File: config.mk
export PLATFORM = sky130hd
export DESIGN_NAME = multi_slot_periodic_flag_scheduler
export DESIGN_NICKNAME = d
export VERILOG_FILES = /design/src/sv/msps_pkg.sv /design/src/sv/multi_slot_periodic_flag_scheduler.sv /design/src/sv/msps_slot_bank.sv
export SDC_FILE = /design/constraint.sdc
export NUM_CORES = 1
export LEC_CHECK = 0
export BUFFER_PORTS_ARGS = -buffer_cell sky130_fd_sc_hd__buf_2
export CORE_MARGIN = 5
export CORE_UTILIZATION = 55
export CTS_CLUSTER_DIAMETER = 40
export DETAILED_ROUTE_END_ITERATION = 8
export GPL_ROUTABILITY_DRIVEN = 1
export PLACE_DENSITY = 0.71
export SYNTH_ARGS = -nofsm -noshare
export SYNTH_HDL_FRONTEND = slang
export SYNTH_SLANG_ARGS = --single-unit
File: constraint.sdc
create_clock -name clk_i -period 4.4 [get_ports clk_i]
set_clock_uncertainty 0.15 [all_clocks]
set_input_delay 0.66 -clock clk_i [delete_from_list [all_inputs] [get_ports clk_i]]
set_output_delay 0.66 -clock clk_i [all_outputs]
set_load 0.1 [all_outputs]
File: src/sv/msps_pkg.sv
// Package with the types and constants shared by the periodic flag scheduler.
`timescale 1ns / 1ps
`default_nettype none

package msps_pkg;

  localparam int unsigned Slots        = 8;
  localparam int unsigned SlotIdxW     = (Slots > 1) ? $clog2(Slots) : 1;
  localparam int unsigned PeriodW      = 8;
  localparam int unsigned CountW       = 8;
  localparam int unsigned DivisorW     = 8;
  localparam int unsigned SlotIndexW   = 3;
  localparam int unsigned FiredMaskW   = 8;
  localparam int unsigned MaskKeepW    = (Slots < FiredMaskW) ? Slots : FiredMaskW;
  localparam logic [DivisorW-1:0] DivisorReset = DivisorW'(11);

  localparam logic CmdTick   = 1'b0;
  localparam logic CmdAttach = 1'b1;

  typedef struct packed {
    logic               command;
    logic [PeriodW-1:0] attach_period;
  } in_t;

  typedef struct packed {
    logic [SlotIndexW-1:0] slot_index;
    logic                  attach_status;
    logic [FiredMaskW-1:0] fired_mask;
    logic                  divided_tick;
    logic                  heartbeat;
  } out_t;

  // Update strobes from the top level to the slot bank.
  typedef struct packed {
    logic               attach;
    logic               divided;
    logic [PeriodW-1:0] period;
  } slot_ctl_t;

  // Status from the slot bank, valid from its current state.
  typedef struct packed {
    logic                full;
    logic [SlotIdxW-1:0] free_idx;
    logic [Slots-1:0]    fire;
  } slot_sts_t;

endpackage

`default_nettype wire

File: src/sv/multi_slot_periodic_flag_scheduler.sv
// Top level of the multi-slot periodic flag scheduler with prescaler and output skid buffer.
`timescale 1ns / 1ps
`default_nettype none

// One transaction per clock while in_stall_o is low: an attach claims the lowest free slot, a
// raw tick advances the prescaler and, when it wraps at the divisor, toggles the heartbeat and
// steps every used slot counter in parallel, reporting the slots that fired. Each input
// transaction produces one registered result transaction, and items may enter every cycle while
// in_stall_o is low. The result leaves through an output register backed by a one-entry skid
// register, so one further transaction is accepted while a result is stalled; in_stall_o rises
// only when both are full. The divisor register resets to 11 and should be written only while the block is idle.
module multi_slot_periodic_flag_scheduler (
  input  wire                clk_i,
  input  wire                rst_ni,
  input  wire                cfg_we_i,
  input  wire [7:0]          cfg_wdata_i,
  input  wire                in_valid_i,
  output logic               in_stall_o,
  input  wire msps_pkg::in_t in_data_i,
  output logic               out_valid_o,
  input  wire                out_stall_i,
  output msps_pkg::out_t     out_data_o
);
  import msps_pkg::*;

  logic [DivisorW-1:0] divisor_q;
  logic [DivisorW-1:0] pre_count_q, pre_count_d;
  logic                hb_q, hb_d;
  logic [DivisorW:0]   pre_inc;
  logic                wrap;
  logic                accept;
  logic                is_attach;
  out_t                res;
  slot_ctl_t           slot_ctl;
  slot_sts_t           slot_sts;

  logic                out_valid_q, skid_valid_q;
  out_t                out_q, skid_q;
  logic                out_take;

  assign accept    = in_valid_i && !skid_valid_q;
  assign in_stall_o = skid_valid_q;
  assign is_attach = (in_data_i.command == CmdAttach);

  assign pre_inc = {1'b0, pre_count_q} + (DivisorW + 1)'(1);
  assign wrap    = (pre_inc >= {1'b0, divisor_q});

  always_comb begin
    pre_count_d = pre_count_q;
    hb_d        = hb_q;
    if (accept && !is_attach) begin
      if (wrap) begin
        pre_count_d = '0;
        hb_d        = !hb_q;
      end else begin
        pre_count_d = pre_inc[DivisorW-1:0];
      end
    end
  end

  assign slot_ctl.attach  = accept && is_attach;
  assign slot_ctl.divided = accept && !is_attach && wrap;
  assign slot_ctl.period  = in_data_i.attach_period;

  msps_slot_bank u_slot_bank (
    .clk_i  (clk_i),
    .rst_ni (rst_ni),
    .ctl_i  (slot_ctl),
    .sts_o  (slot_sts)
  );

  always_comb begin
    res = '0;
    res.heartbeat = hb_d;
    if (is_attach) begin
      res.attach_status = slot_sts.full;
      if (!slot_sts.full) begin
        res.slot_index = SlotIndexW'(slot_sts.free_idx);
      end
    end else if (wrap) begin
      res.divided_tick = 1'b1;
      res.fired_mask   = FiredMaskW'(slot_sts.fire[MaskKeepW-1:0]);
    end
  end

  assign out_take = out_valid_q && !out_stall_i;

  always_ff @(posedge clk_i or negedge rst_ni) begin
    if (!rst_ni) begin
      divisor_q    <= DivisorReset;
      pre_count_q  <= '0;
      hb_q         <= 1'b0;
      out_valid_q  <= 1'b0;
      skid_valid_q <= 1'b0;
    end else begin
      if (cfg_we_i) begin
        divisor_q <= cfg_wdata_i;
      end
      pre_count_q <= pre_count_d;
      hb_q        <= hb_d;
      if (skid_valid_q) begin
        // The skid entry moves up once the output register drains.
        if (out_take) begin
          skid_valid_q <= 1'b0;
        end
      end else if (accept) begin
        if (!out_valid_q || out_take) begin
          out_valid_q <= 1'b1;
        end else begin
          skid_valid_q <= 1'b1;
        end
      end else if (out_take) begin
        out_valid_q <= 1'b0;
      end
    end
  end

  always_ff @(posedge clk_i) begin
    if (skid_valid_q) begin
      if (out_take) begin
        out_q <= skid_q;
      end
    end else if (accept) begin
      if (!out_valid_q || out_take) begin
        out_q <= res;
      end else begin
        skid_q <= res;
      end
    end
  end

  assign out_valid_o = out_valid_q;
  assign out_data_o  = out_q;

`ifndef NO_ASSERTIONS
  // The skid register only fills behind a waiting output register.
  assert property (@(posedge clk_i) disable iff (!rst_ni)
    skid_valid_q |-> out_valid_q)
    else $error("skid entry without output entry");

  // An accepted transaction always leaves a result pending in the next cycle.
  assert property (@(posedge clk_i) disable iff (!rst_ni)
    accept |=> out_valid_q)
    else $error("accepted transaction produced no result");

  // The heartbeat moves only on a divided tick.
  assert property (@(posedge clk_i) disable iff (!rst_ni)
    !slot_ctl.divided |=> (hb_q == $past(hb_q)))
    else $error("heartbeat toggled without a divided tick");

  // A tick that does not wrap advances the prescaler by exactly one.
  assert property (@(posedge clk_i) disable iff (!rst_ni)
    (accept && !is_attach && !wrap) |=> (pre_count_q == $past(pre_inc[DivisorW-1:0])))
    else $error("prescaler did not advance");
`endif

endmodule

`default_nettype wire

File: src/sv/msps_slot_bank.sv
// Slot bank: used bits, periods and counters of all slots, with the free-slot search.
`timescale 1ns / 1ps
`default_nettype none

module msps_slot_bank (
  input  wire                      clk_i,
  input  wire                      rst_ni,
  input  wire msps_pkg::slot_ctl_t ctl_i,
  output msps_pkg::slot_sts_t      sts_o
);
  import msps_pkg::*;

  logic [Slots-1:0]   used_q, used_d;
  logic [PeriodW-1:0] period_q [Slots];
  logic [CountW-1:0]  count_q  [Slots];
  logic [PeriodW-1:0] period_d [Slots];
  logic [CountW-1:0]  count_d  [Slots];
  logic [Slots-1:0]   fire;
  logic [CountW:0]    count_inc [Slots];
  logic               full;
  logic [SlotIdxW-1:0] free_idx;

  // Lowest free slot wins; scanning downward leaves the lowest one last.
  always_comb begin
    full     = 1'b1;
    free_idx = '0;
    for (int s = Slots - 1; s >= 0; s--) begin
      if (!used_q[s]) begin
        full     = 1'b0;
        free_idx = SlotIdxW'(s);
      end
    end
  end

  always_comb begin
    for (int s = 0; s < Slots; s++) begin
      count_inc[s] = {1'b0, count_q[s]} + (CountW + 1)'(1);
      fire[s]      = used_q[s] && (count_inc[s] >= {1'b0, period_q[s]});
    end
  end

  always_comb begin
    used_d = used_q;
    for (int s = 0; s < Slots; s++) begin
      period_d[s] = period_q[s];
      count_d[s]  = count_q[s];
      if (ctl_i.divided && used_q[s]) begin
        count_d[s] = fire[s] ? '0 : count_inc[s][CountW-1:0];
      end
      if (ctl_i.attach && !full && (free_idx == SlotIdxW'(s))) begin
        used_d[s]   = 1'b1;
        period_d[s] = ctl_i.period;
        count_d[s]  = '0;
      end
    end
  end

  always_ff @(posedge clk_i or negedge rst_ni) begin
    if (!rst_ni) begin
      used_q <= '0;
      for (int s = 0; s < Slots; s++) begin
        period_q[s] <= '0;
        count_q[s]  <= '0;
      end
    end else begin
      used_q <= used_d;
      for (int s = 0; s < Slots; s++) begin
        period_q[s] <= period_d[s];
        count_q[s]  <= count_d[s];
      end
    end
  end

  assign sts_o.full     = full;
  assign sts_o.free_idx = free_idx;
  assign sts_o.fire     = fire;

`ifndef NO_ASSERTIONS
  // A successful attach marks its slot as used.
  assert property (@(posedge clk_i) disable iff (!rst_ni)
    (ctl_i.attach && !full) |=> used_q[$past(free_idx)])
    else $error("attached slot not marked used");

  // Slots never get released, so the used set only grows.
  assert property (@(posedge clk_i) disable iff (!rst_ni)
    1'b1 |=> ((used_q & $past(used_q)) == $past(used_q)))
    else $error("used slot was released");

  // Only used slots can fire.
  assert property (@(posedge clk_i) disable iff (!rst_ni)
    (fire & ~used_q) == '0)
    else $error("unused slot fires");
`endif

endmodule

`default_nettype wire

==> results.sh <==
export IMPL_antenna_violations_before_repair=1
export IMPL_post_synthesis_async_set_or_reset_flop_share_pct=84.70
export IMPL_synthesis_yosys_warnings=0
export IMPL_floorplan_core_area_mm2=0.01871
export IMPL_finalNetCount=1190
export IMPL_dpl_worst_slack_ns=0.9356
export IMPL_yosys_top_cells_area="sky130_fd_sc_hd__dfrtp_1 36%, sky130_fd_sc_hd__ha_1 9.7%, sky130_fd_sc_hd__edfxtp_1 8.0%"
export IMPL_synth_mux_area_fraction_pct=3.008
export IMPL_place_gp_congestion=0.8389
export IMPL_synth_enable_flop_cells=28
export IMPL_ys_flop_type="sky130_fd_sc_hd__dfrtp_1"
export IMPL_grt_pass1_vias=7415
export IMPL_count_of_mapped_cells_out_of_synthesis=1062
export IMPL_cts_repair_resize_count=0
export IMPL_synth_compound_gate_area_share_pct=16.63
export IMPL_setup_total_negative_slack_ns=0
export IMPL_worstPathRequired_ns=4.44
export IMPL_synthDominantAreaCellType="sky130_fd_sc_hd__dfrtp_1"
export IMPL_maxSlewViolCount=0
export IMPL_synth_seq_cells=183
export IMPL_cts_root_buffer="sky130_fd_sc_hd__clkbuf_16"
export IMPL_route_final_wire_length_mm=22.89
export IMPL_synth_largest_type_area_fraction_pct=36.29
export IMPL_post_synth_xor_area_fraction_pct=4.596
export IMPL_buffer_ports_inserted=37
export IMPL_timing_critical_path_fanout_max=7
export IMPL_post_synth_top_count_cell="sky130_fd_sc_hd__dfrtp_1"
export IMPL_max_cap_violations=0
export IMPL_die_h_um=148.0
export IMPL_ant_nets=0
export IMPL_globalRoute_totalOverflow=0
export IMPL_worst_slack_ns=0.9119
export IMPL_num_rows=50
export IMPL_worstRegToRegCells=12
export IMPL_ioPinCount=38
export IMPL_crit_type="reg -> reg"
export IMPL_flow_area_growth_from_synthesis_pct=9.072
export IMPL_synth_top_family_by_area="compound AO/OA/AOI/OAI gates"
export IMPL_clkSlewWorstSetupHoldPaths_ns=0.08
export IMPL_worstReg2RegEnd="out_data_o[5]"
export IMPL_startpoint_type_of_the_worst_setup_path="flip-flop"
export IMPL_tritoncts="yes"
export IMPL_cts_buffers_inserted=17
export IMPL_post_route_cells_drive_above_1_share_pct=13.45
export IMPL_end_kind="flip-flop"
export IMPL_hold_buffers=0
export IMPL_fraction_of_the_mapped_netlist_area_in_simple_logic_gates_pct=16.57
export IMPL_synth_fp_nets=1165
export IMPL_drc=0
export IMPL_p_total_mw=6.460
export IMPL_post_cts_setup_buffer_count=0
export IMPL_fmax_achieved_ghz=0.2867
export IMPL_worstSkewPairLatency_ns=0.44
export IMPL_power_per_cell_area_mw_per_mm2=565.1
export IMPL_worstMarginPinSlew_ns=0.9889
export IMPL_firstDrtPassIters=7
export IMPL_start_util_pct=56.03
export IMPL_grt_usage_pct=21.76
export IMPL_route_detailed_wl_per_inst_um=17.16
export IMPL_slew_headroom_pct=34.07
export IMPL_report_final_hold_viol_count=0
export IMPL_post_drt_via_cell_ratio=5.769
export IMPL_reg2reg_slack_ns=0.91
export IMPL_rsz0062_at_grt="false"
export IMPL_dieArea_mm2=0.02192
export IMPL_synth_area_mm2=0.01048
export IMPL_grt_max_degree=94
export IMPL_p_leak_nw=5.444
export IMPL_setup_viol_count_final=0
export IMPL_number_of_vias_in_the_routed_layout=7696
export IMPL_final_period_utilization_pct=79.27
export IMPL_first_iter_violations=576
export IMPL_reg2reg_start="pre_count_q[2]"
export IMPL_postSynthAreaPerCell_um2=9.869
export IMPL_ctsLongestPathBuffers=2
export IMPL_synth_distinct_cells=77
export IMPL_finalWorstPathRequiredPeriod_ns=3.488
export IMPL_hold_path_class="in -> async"
export IMPL_outcome="finished clean"
export IMPL_htree_num_levels=4
export IMPL_die_width_um=148.0
export IMPL_worstPathArrival_ns=3.52
export IMPL_ir_worst_vdd_uv=402.1
export IMPL_post_dp_hpwl_mm=16.24
export IMPL_antenna_diode_count=0
export IMPL_grt_first_pass_wirelength_mm=38.11
export IMPL_cts_sink_count=183
export IMPL_yosys_area_share_adder_pct=9.669
export IMPL_ys_seq_area_share_pct=45.06
export IMPL_ys_top_cells_by_count="152 x sky130_fd_sc_hd__dfrtp_1, 149 x sky130_fd_sc_hd__nand2_1, 92 x sky130_fd_sc_hd__o21ai_0, 81 x sky130_fd_sc_hd__ha_1, 75 x sky130_fd_sc_hd__inv_1"
routing by layer:
layer	global-route usage, %	wire length, um	up-vias
met2	33.34	10260	188
met1	31.43	11000	3676
met3	4.261	1111	34
met5	0	10	-
li1	-	-	3796
met4	6.697	508	2
where the power goes:
group | total (mW) | leakage, nW | internal (mW) | switching (mW)
sequential | 2.57 | 2.14 | 2.22 | 0.348
clock | 1.50 | 0.276 | 0.794 | 0.709
combinational | 2.39 | 3.03 | 0.831 | 1.56
final cells by class:
type	instances	area [um^2]
fill	1515	7273
multi-input combinational	764	5299
sequential	183	4723
clock buffer	17	425.4
tap	234	292.8
inverter	77	289.0
timing repair buffer	44	256.5
clock inverter	15	146.4
flip-flops by register name, summed over array words and instances (netlist names):
register,cells
hb_q,1
u_slot_bank.period_q,64
u_slot_bank.count_q,64
out_data_o,14
out_valid_o,1
skid_q,14
in_stall_o,1
u_slot_bank.used_q,8
pre_count_q,8
divisor_q,8
stage by stage:
stage	util [%]	instances	hold WS, ns	instance area, um^2
final	61.12	1334	0.1385	11430
after detailed placement	58.06	1302	0.3355	10860
after CTS	61.12	1334	0.1835	11430
after global placement	58.06	1302	0.3206	10860
after floorplan	-	1062	0.2144	10480
after global routing	61.12	1334	0.2001	11430
layout by cell type, fill, tap and decap left out, types with 28 or more instances in the layout:
cell type / count
sky130_fd_sc_hd__dfrtp_1: 152
sky130_fd_sc_hd__nor2_1: 48
sky130_fd_sc_hd__xnor2_1: 33
sky130_fd_sc_hd__a21oi_1: 36
sky130_fd_sc_hd__ha_1: 81
sky130_fd_sc_hd__inv_1: 75
sky130_fd_sc_hd__a22o_1: 31
sky130_fd_sc_hd__buf_2: 36
sky130_fd_sc_hd__edfxtp_1: 28
sky130_fd_sc_hd__o21ai_0: 92
sky130_fd_sc_hd__nand2_1: 149
sky130_fd_sc_hd__nand3_1: 41
how the worst max path moves through the flow:
stage | slack (ns) | to | start | cells after the start
after global placement | 1.07 | out_data_o[5] | pre_count_q[2] | 12
final | 0.91 | out_data_o[5] | pre_count_q[2] | 12
after global routing | 0.71 | out_data_o[5] | pre_count_q[2] | 12
after floorplan | 1.27 | out_data_o[5] | pre_count_q[2] | 12
after detailed placement | 0.94 | out_data_o[5] | pre_count_q[2] | 12
after CTS | 0.93 | out_data_o[5] | pre_count_q[2] | 12
worst max-delay path, stage by stage (launching register included):
cell	delay, ns
sky130_fd_sc_hd__dfrtp_1	0.42
sky130_fd_sc_hd__and3_1	0.23
sky130_fd_sc_hd__and3_1	0.22
sky130_fd_sc_hd__nand3_1	0.11
sky130_fd_sc_hd__xnor2_1	0.22
sky130_fd_sc_hd__ha_1	0.30
sky130_fd_sc_hd__and3_4	0.20
sky130_fd_sc_hd__a221oi_4	0.40
sky130_fd_sc_hd__nand2_2	0.18
sky130_fd_sc_hd__o21ai_4	0.23
sky130_fd_sc_hd__inv_2	0.13
sky130_fd_sc_hd__and3_4	0.19
sky130_fd_sc_hd__mux2_2	0.25
kinds of logic after synthesis:
logic type | count (synthesis)
compound gates | 258
xor+xnor | 55
fa+ha+maj | 81
buf+inv | 115
flops | 183
mux | 28
simple gates | 342
No activity file was read; power rests on OpenSTA's default activity.
